File: src/design/adc_offset_calibrate_and_scale_macros.svh
// assertion helpers shared by the divider and the top-level module
// each macro expects clk and rst_n in scope
`ifndef ADC_OFFSET_CALIBRATE_AND_SCALE_MACROS_SVH
`define ADC_OFFSET_CALIBRATE_AND_SCALE_MACROS_SVH

// same-cycle implication
`define ADCS_ASSERT_IMPL(lbl, ante, cons) \
    lbl: assert property (@(posedge clk) disable iff (!rst_n) (ante) |-> (cons)) \
        else $error("adcs assertion failed");

// next-cycle implication
`define ADCS_ASSERT_NEXT(lbl, ante, cons) \
    lbl: assert property (@(posedge clk) disable iff (!rst_n) (ante) |=> (cons)) \
        else $error("adcs assertion failed");

`endif

File: src/design/adcs_pkg.sv
`default_nettype none

package adcs_pkg;

    // converter code format
    localparam int CODE_BITS = 12;
    localparam logic [CODE_BITS-1:0] ZERO_CODE = 12'd2048;
    localparam logic [CODE_BITS-1:0] CODE_MAX  = 12'hFFF;

    localparam int NUM_PHASES = 3;

    // datapath widths
    localparam int GAIN_W = 16;
    localparam int CNT_W  = 16;
    localparam int SUM_W  = 28;
    localparam int CUR_W  = 29;
    localparam int VB_W   = 28;
    localparam int DIFF_W = CODE_BITS + 1;
    localparam int PROD_W = DIFF_W + GAIN_W + 1;
    localparam int STEP_W = $clog2(CODE_BITS);

    // register map
    localparam int CFG_ADDR_W = 2;
    localparam logic [CFG_ADDR_W-1:0] REG_CALIB_SAMPLES = 2'd0;
    localparam logic [CFG_ADDR_W-1:0] REG_CURRENT_GAIN  = 2'd1;
    localparam logic [CFG_ADDR_W-1:0] REG_VBUS_GAIN     = 2'd2;
    localparam logic [CFG_ADDR_W-1:0] REG_PHASE_NEGATE  = 2'd3;

    // register reset values
    localparam logic [CNT_W-1:0]  RST_CALIB_SAMPLES = 16'd256;
    localparam logic [GAIN_W-1:0] RST_CURRENT_GAIN  = 16'd655;
    localparam logic [GAIN_W-1:0] RST_VBUS_GAIN     = 16'd0;

    // request kinds
    localparam logic REQ_CONVERT = 1'b0;
    localparam logic REQ_CALIB   = 1'b1;

    // divider status back to the sequencer
    typedef struct packed {
        logic                 done;
        logic [CODE_BITS-1:0] quot;
    } div_stat_t;

endpackage

`default_nettype wire

File: src/design/adcs_mul.sv
`default_nettype none

module adcs_mul (
    input  wire logic                                clk,
    input  wire logic signed [adcs_pkg::DIFF_W-1:0]  a,
    input  wire logic        [adcs_pkg::GAIN_W-1:0]  b,
    output logic signed      [adcs_pkg::PROD_W-1:0]  p
);

    logic signed [adcs_pkg::PROD_W-1:0] p_reg;
    logic signed [adcs_pkg::PROD_W-1:0] p_next;

    // signed operand times unsigned gain
    assign p_next = adcs_pkg::PROD_W'(a * $signed({1'b0, b}));

    always_ff @(posedge clk)
    begin
        p_reg <= p_next;
    end

    assign p = p_reg;

endmodule

`default_nettype wire

File: src/design/adcs_div.sv
`default_nettype none

module adcs_div (
    input  wire logic                          clk,
    input  wire logic                          rst_n,
    input  wire logic                          start,
    input  wire logic [adcs_pkg::SUM_W-1:0]    dividend,
    input  wire logic [adcs_pkg::CNT_W-1:0]    divisor,
    output adcs_pkg::div_stat_t                stat
);

    `include "adc_offset_calibrate_and_scale_macros.svh"

    localparam logic [adcs_pkg::STEP_W-1:0] LAST_STEP =
        adcs_pkg::STEP_W'(adcs_pkg::CODE_BITS - 1);

    logic                            busy_reg, busy_next;
    logic                            done_reg, done_next;
    logic [adcs_pkg::STEP_W-1:0]     step_reg, step_next;
    logic [adcs_pkg::CNT_W-1:0]      rem_reg, rem_next;
    logic [adcs_pkg::CODE_BITS-1:0]  work_reg, work_next;

    logic [adcs_pkg::CNT_W:0]        trial;
    logic                            ge;
    logic                            sat;

    // quotient overflows the code range exactly when the upper bits reach the divisor
    assign sat   = dividend[adcs_pkg::SUM_W-1:adcs_pkg::CODE_BITS] >= divisor;
    assign trial = {rem_reg, work_reg[adcs_pkg::CODE_BITS-1]};
    assign ge    = trial >= {1'b0, divisor};

    always_comb
    begin
        busy_next = busy_reg;
        done_next = 1'b0;
        step_next = step_reg;
        rem_next  = rem_reg;
        work_next = work_reg;
        if (start)
        begin
            if (sat)
            begin
                work_next = adcs_pkg::CODE_MAX;
                done_next = 1'b1;
            end
            else
            begin
                rem_next  = dividend[adcs_pkg::SUM_W-1:adcs_pkg::CODE_BITS];
                work_next = dividend[adcs_pkg::CODE_BITS-1:0];
                step_next = '0;
                busy_next = 1'b1;
            end
        end
        else if (busy_reg)
        begin
            // restoring step: one quotient bit per cycle
            rem_next  = ge ? adcs_pkg::CNT_W'(trial - {1'b0, divisor})
                           : trial[adcs_pkg::CNT_W-1:0];
            work_next = {work_reg[adcs_pkg::CODE_BITS-2:0], ge};
            step_next = step_reg + 1'b1;
            if (step_reg == LAST_STEP)
            begin
                busy_next = 1'b0;
                done_next = 1'b1;
            end
        end
    end

    always_ff @(posedge clk or negedge rst_n)
    begin
        if (!rst_n)
        begin
            busy_reg <= 1'b0;
            done_reg <= 1'b0;
            step_reg <= '0;
        end
        else
        begin
            busy_reg <= busy_next;
            done_reg <= done_next;
            step_reg <= step_next;
        end
    end

    always_ff @(posedge clk)
    begin
        rem_reg  <= rem_next;
        work_reg <= work_next;
    end

    assign stat.done = done_reg;
    assign stat.quot = work_reg;

    `ADCS_ASSERT_NEXT(a_start_acts, start && !busy_reg, busy_reg || done_reg)
    `ADCS_ASSERT_NEXT(a_last_step_done, busy_reg && step_reg == LAST_STEP && !start,
                      done_reg && !busy_reg)
    `ADCS_ASSERT_IMPL(a_no_restart, busy_reg, !start)

endmodule

`default_nettype wire

File: src/design/adc_offset_calibrate_and_scale.sv
// sequence: a conversion transaction passes through the four multiplier slots, the post
// state and the output register; a calibration transaction that completes the averaging
// also runs one divide per phase, shorter when a quotient saturates and the divider skips
// its restoring steps; flow: one transaction at a time, set by the shared multiplier (four
// products) and the 12-step shared divider (three phases); a new one is taken only in idle
// reset: asynchronous active low; offsets to the zero code, sums and count cleared,
// registers to their defaults
`default_nettype none

module adc_offset_calibrate_and_scale (
    input  wire logic                               clk,
    input  wire logic                               rst_n,
    // input stream
    input  wire logic                               s_tvalid,
    output logic                                    s_tready,
    input  wire logic [47:0]                        s_tdata,   // code_u, code_v, code_w, code_vbus
    input  wire logic [0:0]                         s_tuser,   // req_type
    // output stream
    output logic                                    m_tvalid,
    input  wire logic                               m_tready,
    output logic [119:0]                            m_tdata,   // current_u, current_v,
                                                               // current_w, bus_volts, pad
    output logic [0:0]                              m_tuser,   // calib_done
    // configuration write port
    input  wire logic                               cfg_we,
    input  wire logic [adcs_pkg::CFG_ADDR_W-1:0]    cfg_addr,
    input  wire logic [15:0]                        cfg_wdata
);

    `include "adc_offset_calibrate_and_scale_macros.svh"

    localparam int CB = adcs_pkg::CODE_BITS;
    localparam int NP = adcs_pkg::NUM_PHASES;

    // sequencer states
    localparam logic [2:0] S_IDLE = 3'd0;
    localparam logic [2:0] S_MUL  = 3'd1;   // four products through the shared multiplier
    localparam logic [2:0] S_POST = 3'd2;   // last product lands, calibration count decision
    localparam logic [2:0] S_DIVS = 3'd3;   // launch divide for one phase
    localparam logic [2:0] S_DIVW = 3'd4;   // wait for the quotient, commit offset
    localparam logic [2:0] S_FIN  = 3'd5;   // hand result to the output register

    localparam logic [1:0] IDX_VBUS = 2'd3;
    localparam logic [1:0] IDX_LAST_PHASE = 2'(NP - 1);

    // configuration registers
    logic [adcs_pkg::CNT_W-1:0]   calib_samples_reg;
    logic [adcs_pkg::GAIN_W-1:0]  current_gain_reg;
    logic [adcs_pkg::GAIN_W-1:0]  vbus_gain_reg;
    logic [NP-1:0]                phase_negate_reg;

    // sequencer
    logic [2:0]  state_reg, state_next;
    logic [1:0]  idx_reg, idx_next;
    logic        mul_vld_reg;
    logic [1:0]  mul_idx_reg;

    // calibration state
    logic [CB-1:0]                offset_reg [NP];
    logic [adcs_pkg::SUM_W-1:0]   sum_reg    [NP];
    logic [adcs_pkg::CNT_W-1:0]   count_reg;

    // captured transaction
    logic           type_reg;
    logic [CB-1:0]  code_reg [NP];
    logic [CB-1:0]  vbus_code_reg;

    // results under construction
    logic signed [adcs_pkg::CUR_W-1:0]  cur_reg [NP];
    logic [adcs_pkg::VB_W-1:0]          vb_reg;
    logic                               done_flag_reg;

    // output register
    logic                               out_valid_reg;
    logic [119:0]                       out_data_reg;
    logic                               out_done_reg;

    // shared units
    logic signed [adcs_pkg::DIFF_W-1:0]  mul_a;
    logic        [adcs_pkg::GAIN_W-1:0]  mul_b;
    logic signed [adcs_pkg::PROD_W-1:0]  mul_p;
    logic signed [adcs_pkg::DIFF_W-1:0]  diff;
    logic                                div_start;
    logic [adcs_pkg::CNT_W-1:0]          n_eff;
    adcs_pkg::div_stat_t                 div_stat;

    logic                                accept;
    logic                                out_load;
    logic [adcs_pkg::CNT_W-1:0]          cnt_inc;
    logic                                avg_done;
    logic [1:0]                          phase_idx;

    assign accept   = s_tvalid && s_tready;
    assign s_tready = state_reg == S_IDLE;
    assign out_load = state_reg == S_FIN && (!out_valid_reg || m_tready);

    // a sample count of zero behaves as one
    assign n_eff = (calib_samples_reg == '0) ? adcs_pkg::CNT_W'(1) : calib_samples_reg;

    // count wraps after 65536 samples, which also forces the averaging
    assign cnt_inc  = count_reg + 1'b1;
    assign avg_done = (cnt_inc >= n_eff) || (cnt_inc == '0);

    // phase selection guarded so the bus index never reaches the 3-entry arrays
    assign phase_idx = (idx_reg == IDX_VBUS) ? 2'd0 : idx_reg;

    // multiplier operands: offset-corrected phase code (sign folded in) or bus code
    assign diff = $signed({1'b0, code_reg[phase_idx]}) - $signed({1'b0, offset_reg[phase_idx]});

    always_comb
    begin
        if (idx_reg == IDX_VBUS)
        begin
            mul_a = $signed({1'b0, vbus_code_reg});
            mul_b = vbus_gain_reg;
        end
        else
        begin
            mul_a = phase_negate_reg[phase_idx] ? -diff : diff;
            mul_b = current_gain_reg;
        end
    end

    adcs_mul u_mul (
        .clk (clk),
        .a   (mul_a),
        .b   (mul_b),
        .p   (mul_p)
    );

    assign div_start = state_reg == S_DIVS;

    adcs_div u_div (
        .clk      (clk),
        .rst_n    (rst_n),
        .start    (div_start),
        .dividend (sum_reg[phase_idx]),
        .divisor  (n_eff),
        .stat     (div_stat)
    );

    // sequencer next state
    always_comb
    begin
        state_next = state_reg;
        idx_next   = idx_reg;
        case (state_reg)
            S_IDLE:
            begin
                if (accept)
                begin
                    state_next = S_MUL;
                    idx_next   = 2'd0;
                end
            end
            S_MUL:
            begin
                idx_next = idx_reg + 1'b1;
                if (idx_reg == IDX_VBUS)
                begin
                    state_next = S_POST;
                end
            end
            S_POST:
            begin
                idx_next = 2'd0;
                if (type_reg == adcs_pkg::REQ_CALIB && avg_done)
                begin
                    state_next = S_DIVS;
                end
                else
                begin
                    state_next = S_FIN;
                end
            end
            S_DIVS:
            begin
                state_next = S_DIVW;
            end
            S_DIVW:
            begin
                if (div_stat.done)
                begin
                    idx_next   = idx_reg + 1'b1;
                    state_next = (idx_reg == IDX_LAST_PHASE) ? S_FIN : S_DIVS;
                end
            end
            S_FIN:
            begin
                if (out_load)
                begin
                    state_next = S_IDLE;
                end
            end
            default:
            begin
                state_next = S_IDLE;
            end
        endcase
    end

    // control and calibration state
    always_ff @(posedge clk or negedge rst_n)
    begin
        if (!rst_n)
        begin
            state_reg         <= S_IDLE;
            idx_reg           <= 2'd0;
            mul_vld_reg       <= 1'b0;
            mul_idx_reg       <= 2'd0;
            calib_samples_reg <= adcs_pkg::RST_CALIB_SAMPLES;
            current_gain_reg  <= adcs_pkg::RST_CURRENT_GAIN;
            vbus_gain_reg     <= adcs_pkg::RST_VBUS_GAIN;
            phase_negate_reg  <= '0;
            count_reg         <= '0;
            out_valid_reg     <= 1'b0;
            for (int i = 0; i < NP; i++)
            begin
                offset_reg[i] <= adcs_pkg::ZERO_CODE;
                sum_reg[i]    <= '0;
            end
        end
        else
        begin
            state_reg   <= state_next;
            idx_reg     <= idx_next;
            mul_vld_reg <= state_reg == S_MUL;
            mul_idx_reg <= idx_reg;

            if (cfg_we)
            begin
                case (cfg_addr)
                    adcs_pkg::REG_CALIB_SAMPLES: calib_samples_reg <= cfg_wdata;
                    adcs_pkg::REG_CURRENT_GAIN:  current_gain_reg  <= cfg_wdata;
                    adcs_pkg::REG_VBUS_GAIN:     vbus_gain_reg     <= cfg_wdata;
                    adcs_pkg::REG_PHASE_NEGATE:  phase_negate_reg  <= cfg_wdata[NP-1:0];
                    default: ;
                endcase
            end

            // calibration samples accumulate one phase per multiplier slot
            if (state_reg == S_MUL && idx_reg != IDX_VBUS && type_reg == adcs_pkg::REQ_CALIB)
            begin
                sum_reg[phase_idx] <= sum_reg[phase_idx] +
                                      adcs_pkg::SUM_W'(code_reg[phase_idx]);
            end

            if (state_reg == S_POST && type_reg == adcs_pkg::REQ_CALIB)
            begin
                count_reg <= avg_done ? '0 : cnt_inc;
            end

            // commit the new offset and restart that phase's sum
            if (state_reg == S_DIVW && div_stat.done)
            begin
                offset_reg[phase_idx] <= div_stat.quot;
                sum_reg[phase_idx]    <= '0;
            end

            if (out_load)
            begin
                out_valid_reg <= 1'b1;
            end
            else if (m_tready)
            begin
                out_valid_reg <= 1'b0;
            end
        end
    end

    // payload registers
    always_ff @(posedge clk)
    begin
        if (accept)
        begin
            type_reg      <= s_tuser[0];
            code_reg[0]   <= s_tdata[CB-1:0];
            code_reg[1]   <= s_tdata[2*CB-1:CB];
            code_reg[2]   <= s_tdata[3*CB-1:2*CB];
            vbus_code_reg <= s_tdata[4*CB-1:3*CB];
            done_flag_reg <= 1'b0;
        end

        // products land in the cycle after issue; calibration items report zero currents
        if (mul_vld_reg)
        begin
            if (mul_idx_reg == IDX_VBUS)
            begin
                vb_reg <= mul_p[adcs_pkg::VB_W-1:0];
            end
            else if (type_reg == adcs_pkg::REQ_CALIB)
            begin
                cur_reg[mul_idx_reg] <= '0;
            end
            else
            begin
                cur_reg[mul_idx_reg] <= mul_p[adcs_pkg::CUR_W-1:0];
            end
        end

        if (state_reg == S_POST)
        begin
            done_flag_reg <= type_reg == adcs_pkg::REQ_CALIB && avg_done;
        end

        if (out_load)
        begin
            out_data_reg <= {5'd0, vb_reg, cur_reg[2], cur_reg[1], cur_reg[0]};
            out_done_reg <= done_flag_reg;
        end
    end

    assign m_tvalid   = out_valid_reg;
    assign m_tdata    = out_data_reg;
    assign m_tuser[0] = out_done_reg;

    `ADCS_ASSERT_IMPL(a_load_when_free, out_load, !out_valid_reg || m_tready)
    `ADCS_ASSERT_NEXT(a_accept_starts, accept, state_reg == S_MUL && idx_reg == 2'd0)
    `ADCS_ASSERT_IMPL(a_done_zero_currents, m_tvalid && m_tuser[0],
                      m_tdata[3*adcs_pkg::CUR_W-1:0] == '0)
    `ADCS_ASSERT_IMPL(a_div_only_in_wait, div_stat.done, state_reg == S_DIVW)

endmodule

`default_nettype wire

File: config.mk
export PLATFORM = sky130hd
export DESIGN_NAME = adc_offset_calibrate_and_scale
export DESIGN_NICKNAME = d
export VERILOG_FILES = /design/src/design/adcs_pkg.sv /design/src/design/adcs_mul.sv /design/src/design/adcs_div.sv /design/src/design/adc_offset_calibrate_and_scale.sv
export VERILOG_INCLUDE_DIRS = /design/src /design/src/design
export SDC_FILE = /design/constraint.sdc
export NUM_CORES = 1
export LEC_CHECK = 0
export BUFFER_PORTS_ARGS = -buffer_cell sky130_fd_sc_hd__buf_4
export CORE_MARGIN = 3
export CORE_UTILIZATION = 50
export CTS_BUF_LIST = sky130_fd_sc_hd__clkbuf_8
export DETAILED_ROUTE_END_ITERATION = 10
export PLACE_DENSITY = 0.68
export SYNTH_ARGS = -nofsm -noshare
export SYNTH_HDL_FRONTEND = slang
export SYNTH_SLANG_ARGS = --single-unit
export TNS_END_PERCENT = 5
File: constraint.sdc
create_clock -name clk -period 15.66 [get_ports clk]
set_input_delay 3.132 -clock clk [delete_from_list [all_inputs] [get_ports clk]]
set_output_delay 3.132 -clock clk [all_outputs]
set_load 0.005 [all_outputs]
# --- After elaboration in Yosys (flattened, before gate mapping) ---
# Memory sizes are Yosys's and may differ from the RTL's. A register that Yosys moved wholly into a read port is not among the register bits.
# Index checks and enable logic that the tools add are counted.
totals:
  regBits: 417
  mem_bits_rw: 123
  mem_count: 2
mem_list:
  columns: ["memory", "depth", "width", "rd", "rd_ports_with_merged_regs", "wr", "line", "source"]
  rows:
  - ["cur_reg", 3, 29, 3, 3, 1, "adc_offset_calibrate_and_scale.sv:69", "logic signed [adcs_pkg::CUR_W-1:0] cur_reg [NP];"]
  - ["code_reg", 3, 12, 1, 0, 3, "adc_offset_calibrate_and_scale.sv:65", "logic [CB-1:0] code_reg [NP];"]
op_classes:
  bitwise_logic: 4
  order_cmp: 6
  n_eq_ne: 18
  multipliers: 1
  muxes: 65
  add_sub_neg: 7
  reduce_logical: 27
ops:
  columns: ["op", "count"]
  rows:
  - ["$mux W84", 2]
  - ["$mux W16", 7]
  - ["$and A84 B84 Y84", 1]
  - ["$bwmux W84", 1]
  - ["$mux W28", 3]
  - ["$not A84 Y84", 1]
  - ["$mux W12", 6]
  - ["$bmux W28 S2", 1]
  - ["$demux W28 S2", 1]
  - ["$bwmux W36", 1]
  - ["$ge A16 B16 Y1", 2]
  - ["$logic_not A16 Y1", 2]
  - ["$mul A13 B17 Y29", 1]
  - ["$mux W29", 1]
  - ["$add A28 B12 Y28", 1]
  - ["$mux W13", 2]
  - ["$bmux W12 S2", 1]
  - ["$demux W12 S2", 1]
  - ["$mux W1", 23]
  - ["$mux W3", 6]
  - ["$pmux W3 S6", 1]
  - ["$ge A17 B16 Y1", 1]
  - ["$add A16 B1 Y16 const B", 1]
  - ["$sub A16 B16 Y16", 1]
  - ["other kinds (31)", 60]

# --- Logic depth before layout (Yosys ltp) ---
logic_depth:
  depth_word: 11
  ltp_mapped: 47
  mapped_depth_nobuf: 41

# --- By module ---
# A second synthesis with hierarchy kept.
hier_totals:
  cells_unflattened: 2694
  area_unflattened_um2: 31227.4
modules_own_cells:
  columns: ["module", "area_each_um2", "seq_area_each_um2", "instances", "cells_per_inst"]
  rows:
  - ["adc_offset_calibrate_and_scale", 20613.5, 13355.3, 1, 1564]
  - ["adcs_mul", 7753.7, 600.6, 1, 839]
  - ["adcs_div", 2860.2, 991.0, 1, 291]

# --- Worst setup path before layout ---
# Ideal clock, no wire load.
synth_timing:
  path_type: "reg-to-reg"
  start: "reg idx_reg[1]"
  end: "reg u_mul.p_reg, in the netlist u_mul.p[28]"
  arrival_time_ns: 11.328
  n_path_buf: 7
  setup_ns: 0.129
  path_slack_ns: 4.202
  period_less_slack_ns: 11.458
  path_stages_with_launch: 42
  cell_sequence: "dfrtp_1 -> inv_1 -> ha_1 -> buf_6 -> buf_4 -> buf_2 -> buf_1 -> buf_1 -> clkbuf_1 -> mux2i_1 -> o21ai_0 -> ha_1 -> fa_1 -> nand2b_1 -> o41ai_1 -> o21ai_0 -> a31oi_1 -> xnor2_1 -> [6 not listed] -> fa_1 -> fa_1 -> inv_1 -> fa_1 -> fa_1 -> fa_1 -> inv_1 -> fa_1 -> inv_1 -> ha_1 -> or3_1 -> o41ai_1 -> nor2_1 -> o311ai_0 -> a31oi_1 -> a21o_1 -> a21oi_1 -> xnor3_1"
synth_via:
  elab_chain_len: 11
  elab_cells_between_ends: 15
  cone_classes: "2 x add/sub; 1 x mul; 1 x eq/ne; 9 x mux; 1 x bitwise; 1 x memory"
synth_lines:
  columns: ["item", "line", "source"]
  rows:
  - ["start, declared", "adc_offset_calibrate_and_scale.sv:54", "logic [1:0] idx_reg, idx_next;"]
  - ["start signal, assigned", "adc_offset_calibrate_and_scale.sv:226", "idx_reg <= idx_next;"]
  - ["$eq A2 B2 Y1", "adc_offset_calibrate_and_scale.sv:105, adc_offset_calibrate_and_scale.sv:112", null]
  - ["$mux W2", "adc_offset_calibrate_and_scale.sv:105", "assign phase_idx = (idx_reg == IDX_VBUS) ? 2'd0 : idx_reg;"]
  - ["$not A2 Y3 (not written as such)", "adc_offset_calibrate_and_scale.sv:108", "assign diff = $signed({1'b0, code_reg[phase_idx]}) - $signed({1'b0, offset_reg[phase_idx]});"]
  - ["$bmux W12 S2", "adc_offset_calibrate_and_scale.sv:108", null]
  - ["$mux W12 (not written as such) (2 in series)", "adc_offset_calibrate_and_scale.sv:108", null]
  - ["$sub A12 B12 Y13", "adc_offset_calibrate_and_scale.sv:108", null]
  - ["$neg A13 Y13", "adc_offset_calibrate_and_scale.sv:119", "mul_a = phase_negate_reg[phase_idx] ? -diff : diff;"]
  - ["$mux W13", "adc_offset_calibrate_and_scale.sv:119", null]
  - ["$mux W13", "adc_offset_calibrate_and_scale.sv:112", "if (idx_reg == IDX_VBUS)"]
  - ["$mul A13 B17 Y29 (*)", "adcs_mul.sv:14", "assign p_next = adcs_pkg::PROD_W'(a * $signed({1'b0, b}));"]
  - ["named net u_mul.p_next (one bit)", "adcs_mul.sv:11", "logic signed [adcs_pkg::PROD_W-1:0] p_next;"]
  - ["end signal, assigned", "adcs_mul.sv:18", "p_reg <= p_next;"]
  - ["end, declared", "adcs_mul.sv:10", "logic signed [adcs_pkg::PROD_W-1:0] p_reg;"]
# Mark *: on every way through the listed nets, which the timed path passes. The rest lies on a longest branch. The select of a mux whose other input is x is not followed.
# A chain may end at the register's enable or synchronous reset.

# --- Worst setup path after layout ---
# Ends and elaborated chain as after synthesis.

==> flow_summary.yaml <==
outcome:
  status: "complete, no violations"
global_routing:
  grt_pass1_wl_um: 110000
  antenna_found_initial: 2
  grt_max_degree: 141
  grt_pass1_vias: 20300
  grt_usage_pct: 22.1
  grt_overflow: 0
worst_setup_path:
  worstPathMaxFanout: 39
  endpoint_kind: "flip-flop"
  crit_buf_inv: 5
  slowest_delay_ps: 640
  startpoint: "idx_reg[1]"
  cpMaxStageDelayCell: "o311ai_0"
  path_class: "reg -> reg"
  r2r-start: "idx_reg[1]"
  arrival_ps: 11730
  crit_required_ps: 16200
  path_delay_family: "adder cells"
  crit_top_cell: "fa_1"
  worstSetupStartpointType: "flip-flop"
cts:
  cts_max_level: 3
  cts.clk_slew.worst_paths_ps: 60
  numCtsBuffers: 87
  numClockSinks: 540
  cts-root-buf: "clkbuf_8"
  ctsHoldBuffers: 0
  clockBufferDepth: 3
  clk_latency_ps: 700
  cts_tree: "yes"
  postCtsSetupBuffers: 0
  cts_resized: 0
logic_synthesis:
  synth-main-ff-cell: "edfxtp_1"
  yosys_warnings: 0
  yosysTopAreaCellShare_pct: 31.1
  async_reset_ff_share_pct: 37.4
  synth_area_um2: 29900
  synthMostInstantiatedCell: "nand2_1"
  yosys.area.top_type: "edfxtp_1"
  yosys-top-cells-count: "nand2_1 (345), edfxtp_1 (309), o21ai_0 (202)"
  ys_top_cells_by_area: "edfxtp_1 (31%), dfrtp_1 (16%), fa_1 (11%)"
  ys_types: 78
  synth_cells: 2580
  synth-seq-cells: 540
  syn_area_per_cell_um2: 11.6
  synth_seq_area_share_pct: 50.0
  synth_edf_count: 309
route:
  avgRoutedWirePerCell_um: 19.2
  drc: 0
  first_pass_iters: 7
  wl_um: 69600
  initialDrtViolationCount: 1387
  vias: 19800
  antenna_left: 0
  vias_per_cell: 5.46
flow_run:
  drv_cap: 0
die:
  die_x_um: 250
  ios: 195
  start_util_pct: 51.2
  fp.dieH_um: 250
  placementRows: 88
  die_area_um2: 62700
  core_um2: 58400
placed_design:
  port_buffers: 189
  dp.final_hpwl_um: 49700
  place_congestion: 0.892
sta:
  setup_viol: 0
  max-slew-margin-rel_pct: 14.8
  fin_crit_ps: 11190
  final.period_utilization_pct: 71.4
  worst_pin_slew_ps: 1280
  setup_tns_ps: 0
  drv_slew: 0
  max_freq_mhz: 89.4
  grt_setup_unrepaired: "false"
  hold_violations: 0
  clock_skew_ps: 52.5
worst_hold_path:
  min_from: "vb_reg[5]"
  min_path_type: "reg -> reg"
cells_and_area:
  syn_to_final_growth_pct: 13.9
  diodes: 0
  fin_nets: 3189
  nFillCells: 4846
  drive_above_1_share_pct: 16.2
==> layout make-up <==
type	count	area, um2	share of cell area [%]
multi-input cells	1743	13900	40.8
repair buffers	214	1610	4.74
clock inverters	60	508	1.49
inverters	202	758	2.23
well taps	765	957	2.81
flip-flops and latches	540	14900	43.9
clock buffers	100	1380	4.05
==> cells in the final DEF (no fill, tap or decap), types with 79 or more instances in the layout <==
cell	n
fa_1	157
ha_1	170
dfrtp_1	192
buf_4	213
nand2_1	345
nor2_1	122
mux2_2	82
a21oi_1	79
clkbuf_8	101
edfxtp_1	309
o21ai_0	200
inv_1	221
==> metrics by stage <==
step           cells  util, %  hold WS (ps)  setup slack, ps  cell area, um2
2_1_floorplan   2584        -           400             4200           29900
3_3_place_gp    3464     55.0           401             4710           32100
3_5_place_dp    3464     55.0           405             4560           32100
4_1_cts         3624     58.3           406             4510           34000
5_1_grt         3624     58.3           421             3820           34000
6_report        3624     58.3           405             4470           34000
==> path summary, 6_finish.rpt <==
check | end | slack [ps] | cells past startpoint
worst max register to register | u_mul.p[28] | 4470 | 33
worst min-delay path | m_tdata[92] | 410 | 0
worst min register to register | m_tdata[92] | 410 | 0
min in group asynchronous | offset_reg[22] | 2670 | 1
worst max-delay path | u_mul.p[28] | 4470 | 33
max in group asynchronous | count_reg[9] | 11470 | 2
==> per-layer routing <==
layer	share of wire [%]	GRT usage, %	vias up	wire length, um
met5	0	0	-	0
met1	42	28.5	9765	29400
met3	6.4	4.86	127	4460
met2	48	36.9	590	33400
li1	-	-	9314	-
met4	3.3	8.08	0	2310
==> worst reg2reg max path: cells and delay by family, from the launching register on <==
family | cells | cell delay [ps]
AO/OA/AOI/OAI | 12 | 3740
buffers and inverters | 5 | 760
adder cells (fa/ha/maj) | 9 | 4120
flip-flops | 1 | 440
AND/OR/NAND/NOR | 4 | 1200
XOR/XNOR | 3 | 790
==> logic make-up after synthesis <==
family / count (synthesis) / share of synthesized area [%]
AND/OR/NAND/NOR: 728 / 11.1
adder cells (fa/ha/maj): 331 / 17.8
AO/OA/AOI/OAI: 421 / 8.47
buffers and inverters: 301 / 3.93
multiplexers: 161 / 5.78
other: 1 / 0.0126
XOR/XNOR: 97 / 2.89
flip-flops: 540 / 50.0
Power is not shown: default switching activity piles up to over one toggle a cycle in this logic, so the estimate is an artifact.
